==> src/hdl/hra_pkg.sv <==
// Householder reflection engine: shared types, codes and default constants.
// Used by the channel interfaces, the sequencer, the datapath and the top level.
// No dependencies.
package hra_pkg;

    // Default sizing (overridable on the top level)
    localparam int MAX_DIM_DEF   = 8;
    localparam int FRAC_BITS_DEF = 16;

    // Fixed field widths
    localparam int VAL_W      = 32;
    localparam int CMD_W      = 2;
    localparam int POS_W      = 3;
    localparam int CNT_W      = 4;
    localparam int MODE_W     = 2;
    localparam int CFG_IDX_W  = 3;
    localparam int CFG_DATA_W = 4;

    // Request commands
    localparam logic [CMD_W-1:0] CMD_WR_MAT = 2'd0;
    localparam logic [CMD_W-1:0] CMD_WR_VEC = 2'd1;
    localparam logic [CMD_W-1:0] CMD_RUN    = 2'd2;

    // Configuration register indexes
    localparam logic [CFG_IDX_W-1:0] CFG_ROW_COUNT     = 3'd0;
    localparam logic [CFG_IDX_W-1:0] CFG_COL_COUNT     = 3'd1;
    localparam logic [CFG_IDX_W-1:0] CFG_REFLECT_MODE  = 3'd2;
    localparam logic [CFG_IDX_W-1:0] CFG_FIRST_INDEX   = 3'd3;
    localparam logic [CFG_IDX_W-1:0] CFG_REFLECT_START = 3'd4;

    // Reflection modes
    localparam logic [MODE_W-1:0] MODE_LEFT  = 2'd1;
    localparam logic [MODE_W-1:0] MODE_RIGHT = 2'd2;
    localparam logic [MODE_W-1:0] MODE_BOTH  = 2'd3;

    // Sequencer states
    typedef enum logic [2:0] {
        ST_IDLE,
        ST_LINE,
        ST_DOT,
        ST_TWAIT,
        ST_UPD,
        ST_UWAIT,
        ST_EMIT,
        ST_EDRAIN
    } hra_state_t;

    // Datapath operation of an issued element
    typedef enum logic {
        OP_DOT,
        OP_UPD
    } hra_op_t;

    // Sequencer to datapath control
    typedef struct packed {
        logic    issue;
        hra_op_t op;
        logic    acc_clr;
        logic    t_load;
        logic    sat_clr;
    } hra_dp_ctl_t;

    // Datapath to sequencer status
    typedef struct packed {
        logic busy;
        logic sat;
    } hra_dp_sts_t;

endpackage

==> src/hdl/hra_datapath.sv <==
// Multiply, round, accumulate and update pipeline of the reflection engine.
// Stage 1 takes the RAM read data and multiplies, stage 2 rounds and either
// accumulates the dot product or writes back the updated element.
// Depends on hra_pkg.
module hra_datapath #(
    parameter int MAX_DIM   = hra_pkg::MAX_DIM_DEF,
    parameter int FRAC_BITS = hra_pkg::FRAC_BITS_DEF
) (
    input  logic                             clk,
    input  logic                             rst_n,
    input  hra_pkg::hra_dp_ctl_t             ctl,
    input  logic [2*$clog2(MAX_DIM)-1:0]     issue_addr,
    input  logic signed [hra_pkg::VAL_W-1:0] mat_rd,
    input  logic signed [hra_pkg::VAL_W-1:0] vec_rd,
    output logic                             wr_en,
    output logic [2*$clog2(MAX_DIM)-1:0]     wr_addr,
    output logic signed [hra_pkg::VAL_W-1:0] wr_data,
    output hra_pkg::hra_dp_sts_t             sts
);

    localparam int AW   = 2 * $clog2(MAX_DIM);
    localparam int VW   = hra_pkg::VAL_W;
    localparam int PW   = 2 * hra_pkg::VAL_W;
    localparam logic signed [PW-1:0] ROUND_HALF = 64'sd1 <<< (FRAC_BITS - 1);
    localparam logic signed [PW-1:0] SAT_MAX    = 64'sd2147483647;
    localparam logic signed [PW-1:0] SAT_MIN    = -64'sd2147483648;
    localparam logic signed [PW-1:0] HALF_MAX   = 64'sd1073741824;

    // Stage 1 registers (RAM data valid in this stage)
    logic                   s1_valid_reg;
    hra_pkg::hra_op_t       s1_op_reg;
    logic [AW-1:0]          s1_addr_reg;

    // Stage 2 registers
    logic                   s2_valid_reg;
    hra_pkg::hra_op_t       s2_op_reg;
    logic [AW-1:0]          s2_addr_reg;
    logic signed [VW-1:0]   s2_m_reg;
    logic signed [PW-1:0]   prod_reg;
    logic signed [PW-1:0]   prod_next;

    // Accumulator, reflection scale and saturation flag
    logic signed [PW-1:0]   acc_reg;
    logic signed [VW-1:0]   t_reg;
    logic signed [VW-1:0]   t_next;
    logic                   t_sat;
    logic                   sat_reg;

    logic signed [VW-1:0]   mul_a;
    logic signed [PW-1:0]   rounded;
    logic signed [PW-1:0]   diff;
    logic                   diff_hi;
    logic                   diff_lo;
    logic                   upd_valid;

    // Stage 1: multiplier operand select and product
    always_comb
    begin
        mul_a     = (s1_op_reg == hra_pkg::OP_DOT) ? mat_rd : t_reg;
        prod_next = mul_a * vec_rd;
    end

    // Stage 2: round half up, subtract and saturate
    always_comb
    begin
        rounded   = (prod_reg + ROUND_HALF) >>> FRAC_BITS;
        diff      = {{VW{s2_m_reg[VW-1]}}, s2_m_reg} - rounded;
        diff_hi   = diff > SAT_MAX;
        diff_lo   = diff < SAT_MIN;
        upd_valid = s2_valid_reg && (s2_op_reg == hra_pkg::OP_UPD);
        if (diff_hi)
        begin
            wr_data = SAT_MAX[VW-1:0];
        end
        else if (diff_lo)
        begin
            wr_data = SAT_MIN[VW-1:0];
        end
        else
        begin
            wr_data = diff[VW-1:0];
        end
    end

    // t = 2 * acc, saturated to 32 bits
    always_comb
    begin
        if (acc_reg >= HALF_MAX)
        begin
            t_next = SAT_MAX[VW-1:0];
            t_sat  = 1'b1;
        end
        else if (acc_reg < -HALF_MAX)
        begin
            t_next = SAT_MIN[VW-1:0];
            t_sat  = 1'b1;
        end
        else
        begin
            t_next = {acc_reg[VW-2:0], 1'b0};
            t_sat  = 1'b0;
        end
    end

    assign wr_en    = upd_valid;
    assign wr_addr  = s2_addr_reg;
    assign sts.busy = s1_valid_reg | s2_valid_reg;
    assign sts.sat  = sat_reg;

    // Pipeline valid bits and saturation flag
    always_ff @(posedge clk or negedge rst_n)
    begin
        if (!rst_n)
        begin
            s1_valid_reg <= 1'b0;
            s2_valid_reg <= 1'b0;
            sat_reg      <= 1'b0;
        end
        else
        begin
            s1_valid_reg <= ctl.issue;
            s2_valid_reg <= s1_valid_reg;
            if (ctl.sat_clr)
            begin
                sat_reg <= 1'b0;
            end
            else if ((ctl.t_load && t_sat) || (upd_valid && (diff_hi || diff_lo)))
            begin
                sat_reg <= 1'b1;
            end
        end
    end

    // Pipeline payload
    always_ff @(posedge clk)
    begin
        s1_op_reg   <= ctl.op;
        s1_addr_reg <= issue_addr;
        s2_op_reg   <= s1_op_reg;
        s2_addr_reg <= s1_addr_reg;
        s2_m_reg    <= mat_rd;
        prod_reg    <= prod_next;
        if (ctl.acc_clr)
        begin
            acc_reg <= '0;
        end
        else if (s2_valid_reg && (s2_op_reg == hra_pkg::OP_DOT))
        begin
            acc_reg <= acc_reg + rounded;
        end
        if (ctl.t_load)
        begin
            t_reg <= t_next;
        end
    end

endmodule

==> config.mk <==
export PLATFORM = sky130hd
export DESIGN_NAME = hra_datapath
export DESIGN_NICKNAME = d
export VERILOG_FILES = /design/src/hdl/hra_pkg.sv /design/src/hdl/hra_datapath.sv
export SDC_FILE = /design/constraint.sdc
export NUM_CORES = 2
export LEC_CHECK = 0
export BUFFER_PORTS_ARGS = -buffer_cell sky130_fd_sc_hd__buf_4
export CORE_AREA = 2 2 303 305
export DETAILED_ROUTE_END_ITERATION = 10
export DIE_AREA = 0 0 305 307
export PLACE_DENSITY = 0.83
export SLEW_MARGIN = 30
export SYNTH_ARGS = -nofsm -noshare
export SYNTH_HDL_FRONTEND = slang
export SYNTH_SLANG_ARGS = --single-unit
==> constraint.sdc <==
create_clock -name clk -period 27 [get_ports clk]
set_clock_uncertainty 0.05 [all_clocks]
set_input_delay 6.75 -clock clk [delete_from_list [all_inputs] [get_ports clk]]
set_output_delay 6.75 -clock clk [all_outputs]
set_load 0.01 [all_outputs]
==> impl_metrics.py <==
metrics = {
    "outcome": {
        "outcome": "finished clean",
    },
    "worst_setup_path": {
        "cp_max_fo": 32,
        "r2r_setup_slack_ns": 17.35,
        "cp.required_ns": 27.28,
        "path_delay_family": "adder cells",
        "crit_arrival_ns": 15.47,
        "cp_slowest_stage_delay_ns": 1.25,
        "slowest_stage": "fa_1",
        "cpMostUsedCell": "fa_1",
        "start_kind": "input pin",
        "worst_setup_path_end_kind": "register",
        "regToRegEndpoint": "prod_reg[63]$_DFF_P_",
        "path_buf_inv": 6,
        "regToRegStartpoint": "s1_op_reg$_DFF_P_",
        "r2r_cells": 26,
        "worstSetupPathType": "input pin to register",
    },
    "cells_and_area": {
        "final_common_cell": "fa_1",
        "syn_to_final_growth_pct": 4.366,
        "layout-drive-gt1-share_pct": 4.555,
        "nets": 6884,
        "num-fill-cells": 7670,
        "layout_common_cells": "fa_1, inv_1, nand2_1",
        "largest_register_ffs": 64,
    },
    "sta": {
        "period_minus_slack_ns": 15.19,
        "finalSetupViolations": 0,
        "maxSlewHeadroom_pct": 30.95,
        "hold_violations": 0,
        "finalCritPeriodShare_pct": 56.28,
        "rsz0062_at_grt": "no",
        "worst_pin_slew_ns": 1.036,
        "max_freq_mhz": 65.81,
        "slew_viol_final": 0,
        "fin_tns_setup_ns": 0,
    },
    "clock_tree": {
        "ctsHoldBuffers": 0,
        "cts.repair.resized": 0,
        "postCtsSetupRepairBufs": 0,
        "cts-root-buf": "clkbuf_16",
        "cts_buffer_depth": 2,
        "cts_sinks": 194,
        "cts_tree": "yes",
        "path_clk_slew_ns": 0.08,
        "insertion_delay_ns": 0.46,
        "cts_buffers": 17,
        "h-tree-depth": 4,
    },
    "route": {
        "drt-initial-drc-count": 3318,
        "first_pass_iters": 7,
        "via_count": 38710,
        "ant_nets": 0,
        "drt-vias-per-instance": 5.836,
        "avgRoutedWirePerCell_um": 20.34,
        "drc": 0,
        "drt-total-wl_um": 134900,
    },
    "synthesis": {
        "synthFlopType": "dfxtp_1",
        "syn_inst": 5536,
        "ys_types": 91,
        "syn_area_um2": 49490,
        "synth_warnings": 0,
        "yosysSeqAreaShare_pct": 8.524,
        "syn_nets": 6988,
        "synth_top_cell_area_share_pct": 43.81,
        "synth_area_leaders": "fa_1, inv_1, ha_1, and2_1, dfxtp_1",
        "synthArstFlopShare_pct": 1.546,
        "synth_edf_count": 32,
        "synth.avg_cell_area_um2": 8.940,
        "ys_seq_elements": 194,
        "yosysTopAreaCell": "fa_1",
    },
    "floorplan": {
        "coreArea_um2": 90690,
        "die_area_um2": 93640,
        "rows": 111,
        "die_y_um": 307,
        "die_w_um": 305,
        "num_io_pins": 118,
        "start_util_pct": 54.57,
    },
    "min_path": {
        "holdPathStages": 0,
        "holdPathEnd": "wr_addr[1]$_DFF_P_",
        "hp-start": "s1_addr_reg[1]$_DFF_P_",
        "hold_class": "register to register",
    },
    "placement": {
        "dp_hpwl_um": 103400,
        "routabilityCongestion": 0.9309,
        "io_buffers": 117,
    },
    "global_routing": {
        "grt_pass1_vias": 41330,
        "grt_use_total_pct": 29.45,
        "grt_pass1_wl_um": 217300,
        "grt.overflow.total": 0,
        "grt_antenna_before_repair": 4,
        "grt_start_max_net_pins": 71,
    },
    "job": {
        "max_cap_violations": 0,
    },
}
==> worst max-delay path by stage <==
stage               startpoint                   end  slack, ns  depth (start not counted)
finish              mat_rd[31]  prod_reg[63]$_DFF_P_      11.81                         26
global route        mat_rd[31]  prod_reg[63]$_DFF_P_      11.26                         26
CTS                 mat_rd[31]  prod_reg[63]$_DFF_P_      11.95                         26
detailed placement  mat_rd[31]  prod_reg[63]$_DFF_P_      11.45                         26
global placement    mat_rd[31]  prod_reg[63]$_DFF_P_      11.71                         26
floorplan           mat_rd[31]  prod_reg[62]$_DFF_P_      12.70                         22
==> cell families (layout without fill, tap and decap cells) <==
group,count (synthesis),count (layout),share of synthesized area (%)
AOI/OAI and AO/OA,653,653,8.373
adders and majority gates,1375,1375,51.19
DFF,194,194,8.524
xor gates and xnor gates,194,194,3.433
buffers and inverters,1326,1235,10.09
muxes,41,41,0.9126
and+or+nand+nor,1753,1753,17.48
other,0,2,0
==> routing by layer <==
layer,vias to the layer above,routed length (um),global-route usage (%)
met2,2151,62960,47.99
met5,-,33,0
met3,424,15120,7.443
met1,19370,51370,37.87
li1,16760,-,-
met4,4,5464,11.44
==> per-stage QoR <==
stage	instances	setup slack, ns	hold WS, ns	utilization [%]	instance area [um2]
after floorplan	5536	12.70	0.2596	-	49490
after global placement	6599	11.71	0.2599	56.30	51060
after detailed placement	6599	11.45	0.2621	56.31	51070
after CTS	6631	11.95	0.2782	56.95	51650
after global routing	6632	11.26	0.2862	56.95	51650
final	6633	11.81	0.2764	56.96	51650
==> Yosys cell counts, types with 19 or more instances <==
master,count
dfxtp_1,159
nand3_1,62
ha_1,292
a21o_1,82
nand2b_1,20
fa_1,1083
a211oi_1,24
o211ai_1,20
xnor2_1,116
clkbuf_1,249
inv_1,1061
o21a_1,22
xor2_1,78
nand4_1,55
a21oi_1,233
nor2_1,145
nor3_1,36
nand2_1,781
o21bai_1,26
mux2_2,33
and3_1,36
a31oi_1,19
o21ai_0,123
and2_1,516
edfxtp_1,32
==> layout make-up <==
cell class / count / area [um2] / area share (%)
inverters: 1062 / 3986 / 7.717
diodes: 2 / 5.005 / 0.009689
flip-flops and latches: 194 / 4219 / 8.168
repair buffers: 141 / 1059 / 2.049
clock inverters: 15 / 155.1 / 0.3004
multi-input cells: 4016 / 40320 / 78.06
clock buffers: 17 / 425.4 / 0.8236
well taps: 1186 / 1484 / 2.873
Power is not shown: default switching activity piles up to over one toggle a cycle in this logic, so the estimate is an artifact.
