===== config.mk =====
export PLATFORM = sky130hd
export DESIGN_NAME = hra_ctrl_flat
export DESIGN_NICKNAME = d
export VERILOG_FILES = /design/src/hdl/hra_pkg.sv /design/src/hdl/hra_if.sv /design/src/hdl/hra_ctrl.sv /design/src/flat_wrapper.sv
export SDC_FILE = /design/constraint.sdc
export NUM_CORES = 1
export LEC_CHECK = 0
export BUFFER_PORTS_ARGS = -buffer_cell sky130_fd_sc_hd__clkbuf_2
export CORE_ASPECT_RATIO = 1.75
export CORE_MARGIN = 10
export CORE_UTILIZATION = 40
export CTS_CLUSTER_DIAMETER = 30
export DETAILED_ROUTE_END_ITERATION = 6
export PLACE_DENSITY_LB_ADDON = 0.3
export SYNTH_ARGS = -nofsm -noshare
export SYNTH_HDL_FRONTEND = slang
export SYNTH_SLANG_ARGS = --single-unit

===== constraint.sdc =====
create_clock -name clk -period 6.9 [get_ports clk]
set_clock_uncertainty 0.1 [all_clocks]
set_input_delay 1.38 -clock clk [delete_from_list [all_inputs] [get_ports clk]]
set_output_delay 1.38 -clock clk [all_outputs]
set_load 0.02 [all_outputs]

===== src/hdl/hra_pkg.sv =====
// Householder reflection engine: shared types, codes and default constants.
// Used by the channel interfaces, the sequencer, the datapath and the top level.
// No dependencies.
package hra_pkg;

    // Default sizing (overridable on the top level)
    localparam int MAX_DIM_DEF   = 8;
    localparam int FRAC_BITS_DEF = 16;

    // Fixed field widths
    localparam int VAL_W      = 32;
    localparam int CMD_W      = 2;
    localparam int POS_W      = 3;
    localparam int CNT_W      = 4;
    localparam int MODE_W     = 2;
    localparam int CFG_IDX_W  = 3;
    localparam int CFG_DATA_W = 4;

    // Request commands
    localparam logic [CMD_W-1:0] CMD_WR_MAT = 2'd0;
    localparam logic [CMD_W-1:0] CMD_WR_VEC = 2'd1;
    localparam logic [CMD_W-1:0] CMD_RUN    = 2'd2;

    // Configuration register indexes
    localparam logic [CFG_IDX_W-1:0] CFG_ROW_COUNT     = 3'd0;
    localparam logic [CFG_IDX_W-1:0] CFG_COL_COUNT     = 3'd1;
    localparam logic [CFG_IDX_W-1:0] CFG_REFLECT_MODE  = 3'd2;
    localparam logic [CFG_IDX_W-1:0] CFG_FIRST_INDEX   = 3'd3;
    localparam logic [CFG_IDX_W-1:0] CFG_REFLECT_START = 3'd4;

    // Reflection modes
    localparam logic [MODE_W-1:0] MODE_LEFT  = 2'd1;
    localparam logic [MODE_W-1:0] MODE_RIGHT = 2'd2;
    localparam logic [MODE_W-1:0] MODE_BOTH  = 2'd3;

    // Sequencer states
    typedef enum logic [2:0] {
        ST_IDLE,
        ST_LINE,
        ST_DOT,
        ST_TWAIT,
        ST_UPD,
        ST_UWAIT,
        ST_EMIT,
        ST_EDRAIN
    } hra_state_t;

    // Datapath operation of an issued element
    typedef enum logic {
        OP_DOT,
        OP_UPD
    } hra_op_t;

    // Sequencer to datapath control
    typedef struct packed {
        logic    issue;
        hra_op_t op;
        logic    acc_clr;
        logic    t_load;
        logic    sat_clr;
    } hra_dp_ctl_t;

    // Datapath to sequencer status
    typedef struct packed {
        logic busy;
        logic sat;
    } hra_dp_sts_t;

endpackage


===== src/hdl/hra_if.sv =====
// Request and result channel interfaces of the Householder reflection engine.
// Depends on hra_pkg for field widths.
interface hra_req_if;
    logic                              valid;
    logic                              ready;
    logic [hra_pkg::CMD_W-1:0]         cmd;
    logic [hra_pkg::POS_W-1:0]         row;
    logic [hra_pkg::POS_W-1:0]         col;
    logic [hra_pkg::POS_W-1:0]         vec_index;
    logic signed [hra_pkg::VAL_W-1:0]  value;

    modport source (output valid, cmd, row, col, vec_index, value, input ready);
    modport sink (input valid, cmd, row, col, vec_index, value, output ready);
endinterface

interface hra_rsp_if;
    logic                              valid;
    logic                              ready;
    logic [hra_pkg::POS_W-1:0]         out_row;
    logic [hra_pkg::POS_W-1:0]         out_col;
    logic signed [hra_pkg::VAL_W-1:0]  out_value;
    logic                              last;
    logic                              saturated;

    modport source (output valid, out_row, out_col, out_value, last, saturated,
                    input ready);
    modport sink (input valid, out_row, out_col, out_value, last, saturated,
                  output ready);
endinterface


===== src/hdl/hra_ctrl.sv =====
// Sequencer of the reflection engine: configuration registers, request
// decode, pass/line/element loops, RAM addressing and the result register.
// Depends on hra_pkg and the channel interfaces in hra_if.
module hra_ctrl #(
    parameter int MAX_DIM = hra_pkg::MAX_DIM_DEF
) (
    input  logic                                  clk,
    input  logic                                  rst_n,
    input  logic                                  cfg_wr_en,
    input  logic [hra_pkg::CFG_IDX_W-1:0]         cfg_index,
    input  logic [hra_pkg::CFG_DATA_W-1:0]        cfg_data,
    hra_req_if.sink                               req,
    hra_rsp_if.source                             rsp,
    output logic                                  ld_we,
    output logic [2*$clog2(MAX_DIM)-1:0]          ld_wa,
    output logic                                  mat_re,
    output logic [2*$clog2(MAX_DIM)-1:0]          mat_ra,
    input  logic signed [hra_pkg::VAL_W-1:0]      mat_rd,
    output logic                                  vec_we,
    output logic [$clog2(MAX_DIM)-1:0]            vec_wa,
    output logic                                  vec_re,
    output logic [$clog2(MAX_DIM)-1:0]            vec_ra,
    output hra_pkg::hra_dp_ctl_t                  dp_ctl,
    input  hra_pkg::hra_dp_sts_t                  dp_sts
);

    localparam int IW = $clog2(MAX_DIM);
    localparam int CW = hra_pkg::CNT_W;
    localparam logic [CW-1:0] DIM_MAX = CW'(MAX_DIM);

    // Configuration registers
    logic [CW-1:0]                  row_count_reg;
    logic [CW-1:0]                  col_count_reg;
    logic [hra_pkg::MODE_W-1:0]     reflect_mode_reg;
    logic [hra_pkg::POS_W-1:0]      first_index_reg;
    logic [hra_pkg::POS_W-1:0]      reflect_start_reg;

    // Sequencer state
    hra_pkg::hra_state_t state_reg, state_next;
    logic                is_right_reg, is_right_next;
    logic [CW-1:0]       line_reg, line_next;
    logic [CW-1:0]       k_reg, k_next;
    logic [CW-1:0]       er_reg, er_next;
    logic [CW-1:0]       ec_reg, ec_next;

    // Read-data tag and result register
    logic                rd_valid_reg, rd_valid_next;
    logic [hra_pkg::POS_W-1:0] rd_row_reg;
    logic [hra_pkg::POS_W-1:0] rd_col_reg;
    logic                rd_last_reg;
    logic                out_valid_reg;
    logic [hra_pkg::POS_W-1:0] out_row_reg;
    logic [hra_pkg::POS_W-1:0] out_col_reg;
    logic signed [hra_pkg::VAL_W-1:0] out_value_reg;
    logic                out_last_reg;
    logic                out_sat_reg;

    logic [CW-1:0]       rows;
    logic [CW-1:0]       cols;
    logic [CW-1:0]       line_lim;
    logic [CW-1:0]       k_lim;
    logic [CW-1:0]       k_start;
    logic                line_go;
    logic                pass_more;
    logic                k_last;
    logic                e_last;
    logic                accept;
    logic                run_start;
    logic                issue;
    logic                emit_issue;
    logic                rd_load;

    function automatic logic [CW-1:0] clamp_count(input logic [CW-1:0] c);
        logic [CW-1:0] r;
        r = c;
        if (c == '0)
        begin
            r = CW'(1);
        end
        else if (c > DIM_MAX)
        begin
            r = DIM_MAX;
        end
        return r;
    endfunction

    // Loop limits and conditions
    always_comb
    begin
        rows      = clamp_count(row_count_reg);
        cols      = clamp_count(col_count_reg);
        line_lim  = is_right_reg ? rows : cols;
        k_lim     = is_right_reg ? cols : rows;
        k_start   = {1'b0, reflect_start_reg};
        line_go   = (line_reg < line_lim) && (k_start < k_lim);
        pass_more = !is_right_reg && (reflect_mode_reg != hra_pkg::MODE_LEFT);
        k_last    = (k_reg == (k_lim - CW'(1)));
        e_last    = (er_reg == (rows - CW'(1))) && (ec_reg == (cols - CW'(1)));
        accept    = req.valid && req.ready;
        run_start = accept && (req.cmd == hra_pkg::CMD_RUN);
        rd_load   = rd_valid_reg && (!out_valid_reg || rsp.ready);
        issue     = (state_reg == hra_pkg::ST_DOT) || (state_reg == hra_pkg::ST_UPD);
        emit_issue = (state_reg == hra_pkg::ST_EMIT) && (!rd_valid_reg || rd_load);
    end

    // Next state
    always_comb
    begin
        state_next = state_reg;
        case (state_reg)
            hra_pkg::ST_IDLE:
            begin
                if (run_start)
                begin
                    state_next = hra_pkg::ST_LINE;
                end
            end
            hra_pkg::ST_LINE:
            begin
                if (line_go)
                begin
                    state_next = hra_pkg::ST_DOT;
                end
                else if (!pass_more)
                begin
                    state_next = hra_pkg::ST_EMIT;
                end
            end
            hra_pkg::ST_DOT:
            begin
                if (k_last)
                begin
                    state_next = hra_pkg::ST_TWAIT;
                end
            end
            hra_pkg::ST_TWAIT:
            begin
                if (!dp_sts.busy)
                begin
                    state_next = hra_pkg::ST_UPD;
                end
            end
            hra_pkg::ST_UPD:
            begin
                if (k_last)
                begin
                    state_next = hra_pkg::ST_UWAIT;
                end
            end
            hra_pkg::ST_UWAIT:
            begin
                if (!dp_sts.busy)
                begin
                    state_next = hra_pkg::ST_LINE;
                end
            end
            hra_pkg::ST_EMIT:
            begin
                if (emit_issue && e_last)
                begin
                    state_next = hra_pkg::ST_EDRAIN;
                end
            end
            hra_pkg::ST_EDRAIN:
            begin
                if (!rd_valid_reg)
                begin
                    state_next = hra_pkg::ST_IDLE;
                end
            end
            default:
            begin
                state_next = hra_pkg::ST_IDLE;
            end
        endcase
    end

    // Outputs and loop counters
    always_comb
    begin
        is_right_next = is_right_reg;
        line_next     = line_reg;
        k_next        = k_reg;
        er_next       = er_reg;
        ec_next       = ec_reg;
        rd_valid_next = rd_valid_reg;

        req.ready = (state_reg == hra_pkg::ST_IDLE);

        // Element loads
        ld_we  = accept && (req.cmd == hra_pkg::CMD_WR_MAT)
                 && ({1'b0, req.row} < DIM_MAX) && ({1'b0, req.col} < DIM_MAX);
        ld_wa  = {req.row[IW-1:0], req.col[IW-1:0]};
        vec_we = accept && (req.cmd == hra_pkg::CMD_WR_VEC)
                 && ({1'b0, req.vec_index} < DIM_MAX);
        vec_wa = req.vec_index[IW-1:0];

        // RAM reads: compute elements or emitted elements
        mat_re = issue || emit_issue;
        if (state_reg == hra_pkg::ST_EMIT || state_reg == hra_pkg::ST_EDRAIN)
        begin
            mat_ra = {er_reg[IW-1:0], ec_reg[IW-1:0]};
        end
        else if (is_right_reg)
        begin
            mat_ra = {line_reg[IW-1:0], k_reg[IW-1:0]};
        end
        else
        begin
            mat_ra = {k_reg[IW-1:0], line_reg[IW-1:0]};
        end
        vec_re = issue;
        vec_ra = k_reg[IW-1:0];

        dp_ctl.issue   = issue;
        dp_ctl.op      = (state_reg == hra_pkg::ST_UPD) ? hra_pkg::OP_UPD : hra_pkg::OP_DOT;
        dp_ctl.acc_clr = (state_reg == hra_pkg::ST_LINE) && line_go;
        dp_ctl.t_load  = (state_reg == hra_pkg::ST_TWAIT) && !dp_sts.busy;
        dp_ctl.sat_clr = run_start;

        // Run start: first pass, first line, emit counters
        if (run_start)
        begin
            is_right_next = (reflect_mode_reg == hra_pkg::MODE_RIGHT);
            line_next     = {1'b0, first_index_reg};
            er_next       = '0;
            ec_next       = '0;
        end

        // Line start: element loop start, or pass switch from left to right
        if (state_reg == hra_pkg::ST_LINE)
        begin
            if (line_go)
            begin
                k_next = k_start;
            end
            else if (pass_more)
            begin
                is_right_next = 1'b1;
                line_next     = {1'b0, first_index_reg};
            end
        end

        // Element loops
        if (state_reg == hra_pkg::ST_DOT)
        begin
            k_next = k_last ? k_start : (k_reg + CW'(1));
        end
        if (state_reg == hra_pkg::ST_UPD)
        begin
            k_next = k_reg + CW'(1);
        end
        if ((state_reg == hra_pkg::ST_UWAIT) && !dp_sts.busy)
        begin
            line_next = line_reg + CW'(1);
        end

        // Emit scan
        if (emit_issue)
        begin
            if (ec_reg == (cols - CW'(1)))
            begin
                ec_next = '0;
                er_next = er_reg + CW'(1);
            end
            else
            begin
                ec_next = ec_reg + CW'(1);
            end
        end
        if (emit_issue)
        begin
            rd_valid_next = 1'b1;
        end
        else if (rd_load)
        begin
            rd_valid_next = 1'b0;
        end

        rsp.valid     = out_valid_reg;
        rsp.out_row   = out_row_reg;
        rsp.out_col   = out_col_reg;
        rsp.out_value = out_value_reg;
        rsp.last      = out_last_reg;
        rsp.saturated = out_sat_reg;
    end

    // Control registers
    always_ff @(posedge clk or negedge rst_n)
    begin
        if (!rst_n)
        begin
            row_count_reg     <= CW'(8);
            col_count_reg     <= CW'(8);
            reflect_mode_reg  <= hra_pkg::MODE_BOTH;
            first_index_reg   <= '0;
            reflect_start_reg <= '0;
            state_reg         <= hra_pkg::ST_IDLE;
            is_right_reg      <= 1'b0;
            line_reg          <= '0;
            k_reg             <= '0;
            er_reg            <= '0;
            ec_reg            <= '0;
            rd_valid_reg      <= 1'b0;
            out_valid_reg     <= 1'b0;
        end
        else
        begin
            if (cfg_wr_en)
            begin
                case (cfg_index)
                    hra_pkg::CFG_ROW_COUNT:     row_count_reg     <= cfg_data;
                    hra_pkg::CFG_COL_COUNT:     col_count_reg     <= cfg_data;
                    hra_pkg::CFG_REFLECT_MODE:  reflect_mode_reg  <= cfg_data[hra_pkg::MODE_W-1:0];
                    hra_pkg::CFG_FIRST_INDEX:   first_index_reg   <= cfg_data[hra_pkg::POS_W-1:0];
                    hra_pkg::CFG_REFLECT_START: reflect_start_reg <= cfg_data[hra_pkg::POS_W-1:0];
                    default:
                    begin
                    end
                endcase
            end
            state_reg    <= state_next;
            is_right_reg <= is_right_next;
            line_reg     <= line_next;
            k_reg        <= k_next;
            er_reg       <= er_next;
            ec_reg       <= ec_next;
            rd_valid_reg <= rd_valid_next;
            if (rd_load)
            begin
                out_valid_reg <= 1'b1;
            end
            else if (rsp.ready)
            begin
                out_valid_reg <= 1'b0;
            end
        end
    end

    // Read tags and result payload
    always_ff @(posedge clk)
    begin
        if (emit_issue)
        begin
            rd_row_reg  <= er_reg[hra_pkg::POS_W-1:0];
            rd_col_reg  <= ec_reg[hra_pkg::POS_W-1:0];
            rd_last_reg <= e_last;
        end
        if (rd_load)
        begin
            out_row_reg   <= rd_row_reg;
            out_col_reg   <= rd_col_reg;
            out_value_reg <= mat_rd;
            out_last_reg  <= rd_last_reg;
            out_sat_reg   <= dp_sts.sat;
        end
    end

endmodule


===== src/flat_wrapper.sv =====
// flat-port wrapper written by rule: the top's interface ports become plain ports
module hra_ctrl_flat 
#(
    parameter int MAX_DIM = hra_pkg::MAX_DIM_DEF
)
  (clk, rst_n, cfg_wr_en, cfg_index, cfg_data, ld_we, ld_wa, mat_re, mat_ra, mat_rd, vec_we, vec_wa, vec_re, vec_ra, dp_ctl, dp_sts, req_valid, req_cmd, req_row, req_col, req_vec_index, req_value, req_ready, rsp_valid, rsp_out_row, rsp_out_col, rsp_out_value, rsp_last, rsp_saturated, rsp_ready);
  hra_req_if req_i ();
  hra_rsp_if rsp_i ();
  input  logic clk;
  input  logic rst_n;
  input  logic cfg_wr_en;
  input  logic [hra_pkg::CFG_IDX_W-1:0] cfg_index;
  input  logic [hra_pkg::CFG_DATA_W-1:0] cfg_data;
  output logic ld_we;
  output logic [2*$clog2(MAX_DIM)-1:0] ld_wa;
  output logic mat_re;
  output logic [2*$clog2(MAX_DIM)-1:0] mat_ra;
  input  logic signed [hra_pkg::VAL_W-1:0] mat_rd;
  output logic vec_we;
  output logic [$clog2(MAX_DIM)-1:0] vec_wa;
  output logic vec_re;
  output logic [$clog2(MAX_DIM)-1:0] vec_ra;
  output hra_pkg::hra_dp_ctl_t dp_ctl;
  input  hra_pkg::hra_dp_sts_t dp_sts;
  input wire logic [$bits(req_i.valid)-1:0] req_valid;
  input wire logic [$bits(req_i.cmd)-1:0] req_cmd;
  input wire logic [$bits(req_i.row)-1:0] req_row;
  input wire logic [$bits(req_i.col)-1:0] req_col;
  input wire logic [$bits(req_i.vec_index)-1:0] req_vec_index;
  input wire logic [$bits(req_i.value)-1:0] req_value;
  output wire logic [$bits(req_i.ready)-1:0] req_ready;
  output wire logic [$bits(rsp_i.valid)-1:0] rsp_valid;
  output wire logic [$bits(rsp_i.out_row)-1:0] rsp_out_row;
  output wire logic [$bits(rsp_i.out_col)-1:0] rsp_out_col;
  output wire logic [$bits(rsp_i.out_value)-1:0] rsp_out_value;
  output wire logic [$bits(rsp_i.last)-1:0] rsp_last;
  output wire logic [$bits(rsp_i.saturated)-1:0] rsp_saturated;
  input wire logic [$bits(rsp_i.ready)-1:0] rsp_ready;
  assign req_i.valid = req_valid;
  assign req_i.cmd = req_cmd;
  assign req_i.row = req_row;
  assign req_i.col = req_col;
  assign req_i.vec_index = req_vec_index;
  assign req_i.value = req_value;
  assign req_ready = req_i.ready;
  assign rsp_valid = rsp_i.valid;
  assign rsp_out_row = rsp_i.out_row;
  assign rsp_out_col = rsp_i.out_col;
  assign rsp_out_value = rsp_i.out_value;
  assign rsp_last = rsp_i.last;
  assign rsp_saturated = rsp_i.saturated;
  assign rsp_i.ready = rsp_ready;
  hra_ctrl #(.MAX_DIM(MAX_DIM)) u_core (.clk(clk), .rst_n(rst_n), .cfg_wr_en(cfg_wr_en), .cfg_index(cfg_index), .cfg_data(cfg_data), .req(req_i), .rsp(rsp_i), .ld_we(ld_we), .ld_wa(ld_wa), .mat_re(mat_re), .mat_ra(mat_ra), .mat_rd(mat_rd), .vec_we(vec_we), .vec_wa(vec_wa), .vec_re(vec_re), .vec_ra(vec_ra), .dp_ctl(dp_ctl), .dp_sts(dp_sts));
endmodule

==> results of run 1 <==
==> final timing paths <==
path	start	endpoint	slack, ps	cells past startpoint
min in group asynchronous	rst_n	u_core.col_count_reg[0]	1090	1
worst min register to register	u_core.rd_last_reg	u_core.rsp.last	320	0
worst max register to register	u_core.is_right_reg	u_core.state_reg[1]	3470	8
max in group asynchronous	rst_n	u_core.line_reg[3]	4990	1
worst max-delay path	u_core.is_right_reg	dp_ctl[2]	2110	8
worst min-delay path	u_core.rd_last_reg	u_core.rsp.last	320	0
==> per-layer routing <==
layer	track usage [%]	vias up	share of wire (%)
met1	14.4	1384	39
met2	23.9	123	51
met4	7.34	0	3.7
met3	4.59	28	6.9
li1	-	1432	-
met5	0	-	0
==> cells in the mapped netlist, drive strengths merged (2+ instances only) <==
cell type	count	area, µm²
a21boi	2	18.8
a21oi	5	25.0
a31oi	4	25.0
a32oi	3	26.3
and2	5	32.5
and3b	2	17.5
buf	19	129
clkbuf	5	18.8
dfrtp	34	851
dfstp	4	105
edfxtp	47	1410
ha	12	150
inv	10	37.5
mux2	15	169
mux2i	13	130
nand2	32	120
nand2b	10	62.6
nand3	7	35.0
nand3b	2	15.0
nand4	4	25.0
nand4b	2	17.5
nor2	23	86.3
nor2b	6	37.5
nor3	8	40.0
nor3b	5	37.5
o21ai	22	110
o21bai	2	15.0
o221a	2	22.5
o31ai	2	15.0
or3	5	36.3
xnor2	7	61.3
xor2	6	52.6
==> metrics by stage <==
| stage | hold slack, ps | area, µm² | worst slack (ps) | util (%) |
|---|---|---|---|---|
| 2_1_floorplan | 300 | 4140 | 2670 | - |
| 6_report | 318 | 4970 | 2110 | 48.8 |
| 3_3_place_gp | 301 | 4690 | 2520 | 46.1 |
| 4_1_cts | 322 | 4970 | 2110 | 48.8 |
| 5_1_grt | 326 | 4970 | 1950 | 48.8 |
| 3_5_place_dp | 306 | 4690 | 2480 | 46.1 |
==> final cells by class <==
| class | count | area [µm²] |
|---|---|---|
| sequential | 85 | 2370 |
| inverter | 11 | 46.3 |
| clock inverter | 7 | 56.3 |
| fill | 943 | 5210 |
| timing repair buffer | 107 | 536 |
| tap | 127 | 159 |
| multi-input combinational | 224 | 1580 |
| clock buffer | 9 | 225 |
==> power by group <==
group	leakage (µW)	switching [µW]	internal (µW)	total [µW]
registers	0.000897	159	692	850
logic	0.00113	543	358	901
clock network	0.000132	209	249	458
==> critical path, stage by stage (launching register included) <==
cell	delay, ps
dfrtp_1	890
mux2i_1	280
ha_1	270
a211o_1	270
or3_1	310
o221a_2	310
or3_4	410
clkinv_4	70
clkbuf_2	160
==> cells by family after synthesis <==
kind of cell,count (synthesis),share of synthesized area [%]
XOR/XNOR,13,2.75
AND/OR/NAND/NOR,115,14.7
AO/OA/AOI/OAI,56,9.91
flip-flops,85,57.2
multiplexers,28,7.22
adder cells (fa/ha/maj),12,3.63
buffers and inverters,35,4.68
==> out/qor.json, run 1 <==
{
  "cp.arrival_ps": 3310,
  "drive_gt1_share_pct": 34.5,
  "layout.cells.most_common": "clkbuf_2",
  "drcViolationCount": 0,
  "layout-area-overhead-vs-synth_pct": 20.0,
  "run_status": "finished, final reports clean",
  "largest_register_ffs": 32,
  "layout.cells.non_filler": 570,
  "power_density_nw_per_um2": 444,
  "clock_edge_transition_at_the_registers_on_the_reported_setup_and_hold_paths_ps": 70,
  "ir_drop_uv": 226,
  "rows": 49,
  "required_ps": 5420,
  "grt_first_pass_wirelength_mm": 16.7,
  "gp_congestion": 0.829,
  "max_slew.worst_pin.slew_ps": 985,
  "ys_ff_latch": 85,
  "cts_max_level": 3,
  "maximum_buffer_depth_of_the_clock_tree": 2,
  "slew_headroom_pct": 34.3,
  "num_vias": 2967,
  "start_kind": "register",
  "cts.sinks": 85,
  "all_layer_global_routing_usage_pct": 13.8,
  "final_min_period_over_clock_period_pct": 69.4,
  "synth-edff-count": 47,
  "holdBufCountCts": 0,
  "hp-class": "register to register",
  "floorplan.initialDensity_pct": 40.7,
  "die_h_um": 155,
  "number_of_nets_in_the_final_layout": 539,
  "fmaxAchievable_mhz": 209,
  "tns_ps": 0,
  "post-route-min-period_ps": 4790,
  "dieWidth_um": 96.9,
  "worst_setup_path_end_kind": "output pin",
  "dp_cells": 554,
  "mostFrequentLayoutCells": "clkbuf_2, edfxtp_1, dfrtp_1, nand2_1, nor2_1",
  "maximum_number_of_pins_on_one_net_before_global_route_repair": 41,
  "setup_viol": 0,
  "placeableCoreArea_um2": 10200,
  "worst_skew_pair.late_latency_ps": 340,
  "cts_setup_buffers": 0,
  "cts_tree": "built",
  "numCtsBuffers": 9,
  "yosys_warnings": 0,
  "unrepaired_setup_endpoints_after_global_routing": "no",
  "die-area_um2": 15000,
  "sequential_element_share_of_the_synthesized_area_pct": 57.2,
  "mean_instance_size_in_the_synthesized_netlist_um2": 12.0,
  "postRouteWirelength_mm": 10.3,
  "clock_tree.root_cell": "clkbuf_16",
  "timing.max_cap.violations": 0,
  "first_pass_iters": 7,
  "leakagePower_uw": 0.00216,
  "post_synth_inst_count": 344,
  "vias_per_cell": 5.21,
  "mappedNetlistArea_um2": 4140,
  "top_level_i_o_count": 158,
  "drt_first_iter_violations": 147,
  "routed_wire_length_per_instance_um": 18.0,
  "hold_viol_final": 0,
  "hpwlAfterDp_mm": 8.09,
  "critical_path_class": "register to output pin",
  "initial_antenna_violation_count": 0,
  "ctsResizeCount": 0,
  "antennaDiodeCount": 0,
  "antenna_violating_nets_post_route": 0,
  "synth_nets": 445,
  "postSynth.asyncResetShare_pct": 44.7,
  "gr-total-overflow": 0,
  "grt_pass1_vias": 3085,
  "report.final.slew_viol_count": 0,
  "synth_cell_types": 58,
  "power_uw": 2210,
  "synth_ff_type": "edfxtp_1",
  "portBuffers": 107,
  "crit_fanout": 23
}
Note: power is estimated with default switching activity, not from simulation.
==> inputs of run 2 (changes only) <==
==> constraint.sdc (replaced) <==
create_clock -name clk -period 3.9 [get_ports clk]
set_clock_uncertainty 0.1 [all_clocks]
set_input_delay 0.78 -clock clk [delete_from_list [all_inputs] [get_ports clk]]
set_output_delay 0.78 -clock clk [all_outputs]
set_load 0.02 [all_outputs]
==> out/qor.json, run 2 (same netlist as run 1, synthesis figures left out) <==
{
  "antenna_violating_nets_post_route": 0,
  "largest_stage_delay_on_the_critical_path_ps": 630,
  "crit_chain": "mux2i_1 -> ha_1 -> a211o_1 -> or3_1 -> o221a_2 -> or3_4 -> clkinv_4 -> clkbuf_2",
  "top_level_i_o_count": 158,
  "rows": 49,
  "grt_pass1_vias": 3042,
  "largest_register_ffs": 32,
  "drcViolationCount": 0,
  "num_vias": 2968,
  "clock_tree.root_cell": "clkbuf_16",
  "max_slew.worst_pin.slew_ps": 1000,
  "layout-area-overhead-vs-synth_pct": 21.2,
  "hp-class": "register to register",
  "first_pass_iters": 4,
  "floorplan.initialDensity_pct": 40.7,
  "power.net_switching_uw": 1610,
  "hpwlAfterDp_mm": 8.02,
  "all_layer_global_routing_usage_pct": 13.8,
  "drt_first_iter_violations": 183,
  "portBuffers": 107,
  "cp.arrival_ps": 2900,
  "clock_edge_transition_at_the_registers_on_the_reported_setup_and_hold_paths_ps": 70,
  "cts_max_level": 3,
  "clockPowerShare_pct": 21.9,
  "cts_tree": "built",
  "die_h_um": 155,
  "post-route-min-period_ps": 3780,
  "cts.sinks": 85,
  "initial_antenna_violation_count": 0,
  "run_status": "finished, final reports clean",
  "routed_wire_length_per_instance_um": 17.9,
  "holdBufCountCts": 0,
  "gr-total-overflow": 0,
  "layout.cells.non_filler": 573,
  "slew_headroom_pct": 33.0,
  "die-area_um2": 15000,
  "cts_setup_buffers": 0,
  "hold_viol_final": 0,
  "postRouteWirelength_mm": 10.3,
  "r2r_slack_ps": 850,
  "dieWidth_um": 96.9,
  "slowest_stage": "dfstp_2",
  "report.final.slew_viol_count": 0,
  "mostFrequentLayoutCells": "clkbuf_2, edfxtp_1, dfrtp_1, nand2_1, nor2_1",
  "antennaDiodeCount": 0,
  "number_of_nets_in_the_final_layout": 542,
  "tns_ps": 0,
  "seqPwrFrac_pct": 37.3,
  "utilization_pct": 49.3,
  "layout.cells.most_common": "clkbuf_2",
  "grt_first_pass_wirelength_mm": 16.4,
  "worst_skew_pair.late_latency_ps": 340,
  "switching_share_of_power_pct": 40.4,
  "power_uw": 4000,
  "critical_path_class": "register to output pin",
  "final_min_period_over_clock_period_pct": 97.0,
  "placeableCoreArea_um2": 10200,
  "unrepaired_setup_endpoints_after_global_routing": "no",
  "ir_drop_uv": 390,
  "dp_cells": 557,
  "worst_setup_path_end_kind": "output pin",
  "finalWorstSetupSlack_ps": 117,
  "combPwrFrac_pct": 40.8,
  "setup_viol": 0,
  "drive_gt1_share_pct": 35.4,
  "maximum_buffer_depth_of_the_clock_tree": 2,
  "power_density_nw_per_um2": 796,
  "start_kind": "register",
  "pre_cts_slack_ps": 357,
  "gp_congestion": 0.838,
  "vias_per_cell": 5.18,
  "leakagePower_uw": 0.00219,
  "int_pwr_uw": 2380,
  "required_ps": 3020,
  "maximum_number_of_pins_on_one_net_before_global_route_repair": 41,
  "timing.max_cap.violations": 0,
  "fmaxAchievable_mhz": 264,
  "layout.filler_cells": 938,
  "numCtsBuffers": 9,
  "crit_fanout": 11
}
run 2: area by class of cell:
class	instances	area (µm²)	area share, %
clock inverters	7	81.3	1.62
inverters	11	46.3	0.922
clock buffers	9	225	4.49
well taps	127	159	3.17
repair buffers	110	558	11.1
multi-input cells	224	1580	31.5
flip-flops and latches	85	2370	47.2
run 2: worst max-delay path: cells and delay by family (launching register included):
kind | cells | cell delay, ps
AOI/OAI and AO/OA | 2 | 580
adders and majority gates | 1 | 300
buffers and inverters | 2 | 230
DFF | 1 | 630
muxes | 1 | 110
and+or+nand+nor | 2 | 710
run 2: worst paths after layout:
path / startpoint / end / cells after the start
max: u_core.row_count_reg[3] / dp_ctl[2] / 8
min: u_core.rd_col_reg[1] / u_core.rsp.out_col[1] / 0
max reg2reg: u_core.row_count_reg[3] / u_core.k_reg[0] / 11
min reg2reg: u_core.rd_col_reg[1] / u_core.rsp.out_col[1] / 0
max in group asynchronous: rst_n / u_core.is_right_reg / 1
min in group asynchronous: rst_n / u_core.col_count_reg[2] / 1
run 2: timing repair:
| item | in CTS | in global routing |
|---|---|---|
| resized for setup | 1 | 0 |
| endpoints found under the hold margin | 0 | 0 |
| endpoints found under the setup margin | 1 | 0 |
run 2: per-stage QoR:
step	hold slack [ps]	cell area, µm²
CTS	322	5020
global route	325	5020
floorplan	300	4140
finish	319	5020
detailed placement	305	4710
global placement	301	4710
run 2: metal layers:
layer	GRT usage, %	routed length [µm]	up-vias
li1	-	-	1435
met1	14.3	3990	1407
met2	24.1	5370	107
met3	4.42	661	19
met4	7.62	242	0
met5	0	0	-
run 2: power groups by stage:
stage,registers [µW],logic [µW],clock network (µW)
2_1_floorplan,1490,1190,0
3_3_place_gp,1500,1600,0
3_5_place_dp,1510,1650,0
6_report,1490,1630,875
4_1_cts,1490,1650,902
5_1_grt,1530,1800,941
==> inputs of run 3 (changes only) <==
--- a/config.mk
+++ b/config.mk
@@ -5,7 +5,7 @@
 export SDC_FILE = /design/constraint.sdc
 export NUM_CORES = 1
 export LEC_CHECK = 0
-export BUFFER_PORTS_ARGS = -buffer_cell sky130_fd_sc_hd__clkbuf_2
+export BUFFER_PORTS_ARGS = -buffer_cell sky130_fd_sc_hd__buf_2
 export CORE_ASPECT_RATIO = 1.75
 export CORE_MARGIN = 10
 export CORE_UTILIZATION = 40
==> out/qor.json, run 3 (same netlist as run 1, synthesis figures left out) <==
{
  "slew_headroom_pct": 40.7,
  "number_of_nets_in_the_final_layout": 549,
  "min_to": "u_core.rsp.out_row[0]",
  "drt_first_iter_violations": 135,
  "maximum_number_of_pins_on_one_net_before_global_route_repair": 41,
  "die-area_um2": 15000,
  "maximum_buffer_depth_of_the_clock_tree": 2,
  "antenna_violating_nets_post_route": 0,
  "final_min_period_over_clock_period_pct": 97.3,
  "cts_max_level": 3,
  "hp-start": "u_core.rd_row_reg[0]",
  "fin_area_um2": 5050,
  "tns_ps": 0,
  "post-route-min-period_ps": 3800,
  "r2r.worst_path.cells": 11,
  "max_slew.worst_pin.slew_ps": 890,
  "power_density_nw_per_um2": 787,
  "drcViolationCount": 0,
  "hp-class": "register to register",
  "grt_first_pass_wirelength_mm": 16.1,
  "crit_fanout": 11,
  "clock_tree.root_cell": "clkbuf_16",
  "first_pass_iters": 4,
  "initial_antenna_violation_count": 0,
  "numCtsBuffers": 9,
  "unrepaired_setup_endpoints_after_global_routing": "no",
  "rr_endpoint": "u_core.k_reg[0]",
  "fmaxAchievable_mhz": 263,
  "worst_path_dominant_cell_family": "simple AND/OR/NAND/NOR gates",
  "pre_cts_slack_ps": 314,
  "worstHoldPathCells": 0,
  "clock_edge_transition_at_the_registers_on_the_reported_setup_and_hold_paths_ps": 70,
  "crit-reg2reg-launch": "u_core.row_count_reg[3]",
  "layout.cells.most_common": "buf_2",
  "top_level_i_o_count": 158,
  "ir_drop_uv": 389,
  "slowest_stage": "dfstp_2",
  "gr-total-overflow": 0,
  "setup_viol": 0,
  "start_kind": "register",
  "largest_stage_delay_on_the_critical_path_ps": 640,
  "placeableCoreArea_um2": 10200,
  "holdBufCountCts": 0,
  "postRouteWirelength_mm": 10.3,
  "num_vias": 3047,
  "die_h_um": 155,
  "floorplan.initialDensity_pct": 40.7,
  "cp.arrival_ps": 2920,
  "rows": 49,
  "worst_skew_pair.late_latency_ps": 340,
  "dieWidth_um": 96.9,
  "finalWorstSetupSlack_ps": 104,
  "all_layer_global_routing_usage_pct": 13.5,
  "worst_setup_path_end_kind": "output pin",
  "post_dp_cell_area_um2": 4720,
  "timing.max_cap.violations": 0,
  "drive_gt1_share_pct": 36.6,
  "cts.sinks": 85,
  "critical_path_class": "register to output pin",
  "crit_chain": "mux2i_1 -> ha_1 -> a211o_1 -> or3_1 -> o221a_2 -> or3_4 -> clkinv_4 -> buf_2",
  "vias_per_cell": 5.25,
  "leakagePower_uw": 0.00219,
  "r2r_slack_ps": 830,
  "hpwlAfterDp_mm": 8.00,
  "hold_viol_final": 0,
  "timing.critical_path.buf_inv": 2,
  "cts_tree": "built",
  "grt_pass1_vias": 3022,
  "largest_register_ffs": 32,
  "layout-area-overhead-vs-synth_pct": 22.0,
  "run_status": "finished, final reports clean",
  "mostFrequentLayoutCells": "buf_2, edfxtp_1, dfrtp_1, nand2_1, nor2_1",
  "portBuffers": 107,
  "report.final.slew_viol_count": 0,
  "required_ps": 3020,
  "final.hold.worst_slack_ps": 319,
  "routed_wire_length_per_instance_um": 17.7,
  "gp_congestion": 0.836,
  "antennaDiodeCount": 0
}
==> run 3: worst max-delay path by stage <==
| stage | startpoint | to | slack (ps) | cells past startpoint |
|---|---|---|---|---|
| after global placement | u_core.is_right_reg | dp_ctl[2] | 390 | 8 |
| after global routing | u_core.row_count_reg[3] | dp_ctl[2] | 20 | 8 |
| final | u_core.row_count_reg[3] | dp_ctl[2] | 100 | 8 |
| after detailed placement | u_core.is_right_reg | dp_ctl[2] | 310 | 8 |
| after floorplan | u_core.is_right_reg | dp_ctl[2] | 270 | 9 |
| after CTS | u_core.is_right_reg | dp_ctl[2] | 90 | 9 |
==> run 3: routing by layer <==
| layer | vias up | GRT usage [%] | routed length [µm] |
|---|---|---|---|
| met2 | 113 | 23.3 | 5250 |
| met5 | - | 0 | 0 |
| met4 | 0 | 6.49 | 330 |
| met1 | 1453 | 14.2 | 3990 |
| met3 | 25 | 4.82 | 705 |
| li1 | 1456 | - | - |
==> run 3: metrics by stage <==
stage          cells  util (%)  power [µW]
2_1_floorplan    344         -        2680
3_3_place_gp     558      46.4        3100
3_5_place_dp     558      46.4        3150
4_1_cts          574      49.2        3980
5_1_grt          580      49.7        4240
6_report         580      49.7        3980
==> run 3: cell type report <==
cell class / instances / area (µm²)
Timing Repair Buffer: 117 / 611
Fill cell: 940 / 5120
Sequential cell: 85 / 2370
Tap cell: 127 / 159
Inverter: 11 / 46.3
Clock buffer: 9 / 225
Multi-Input combinational cell: 224 / 1590
Clock inverter: 7 / 57.6
==> run 3: power by group <==
part | switching [µW] | internal, µW
clock network | 371 | 440
registers | 251 | 1230
logic | 1000 | 691
==> run 3: what timing repair did <==
action | in CTS | in global routing
buffers inserted | 0 | 6
endpoints found under the setup margin | 1 | 1
gates resized for setup | 1 | 1
cloned | 0 | 0
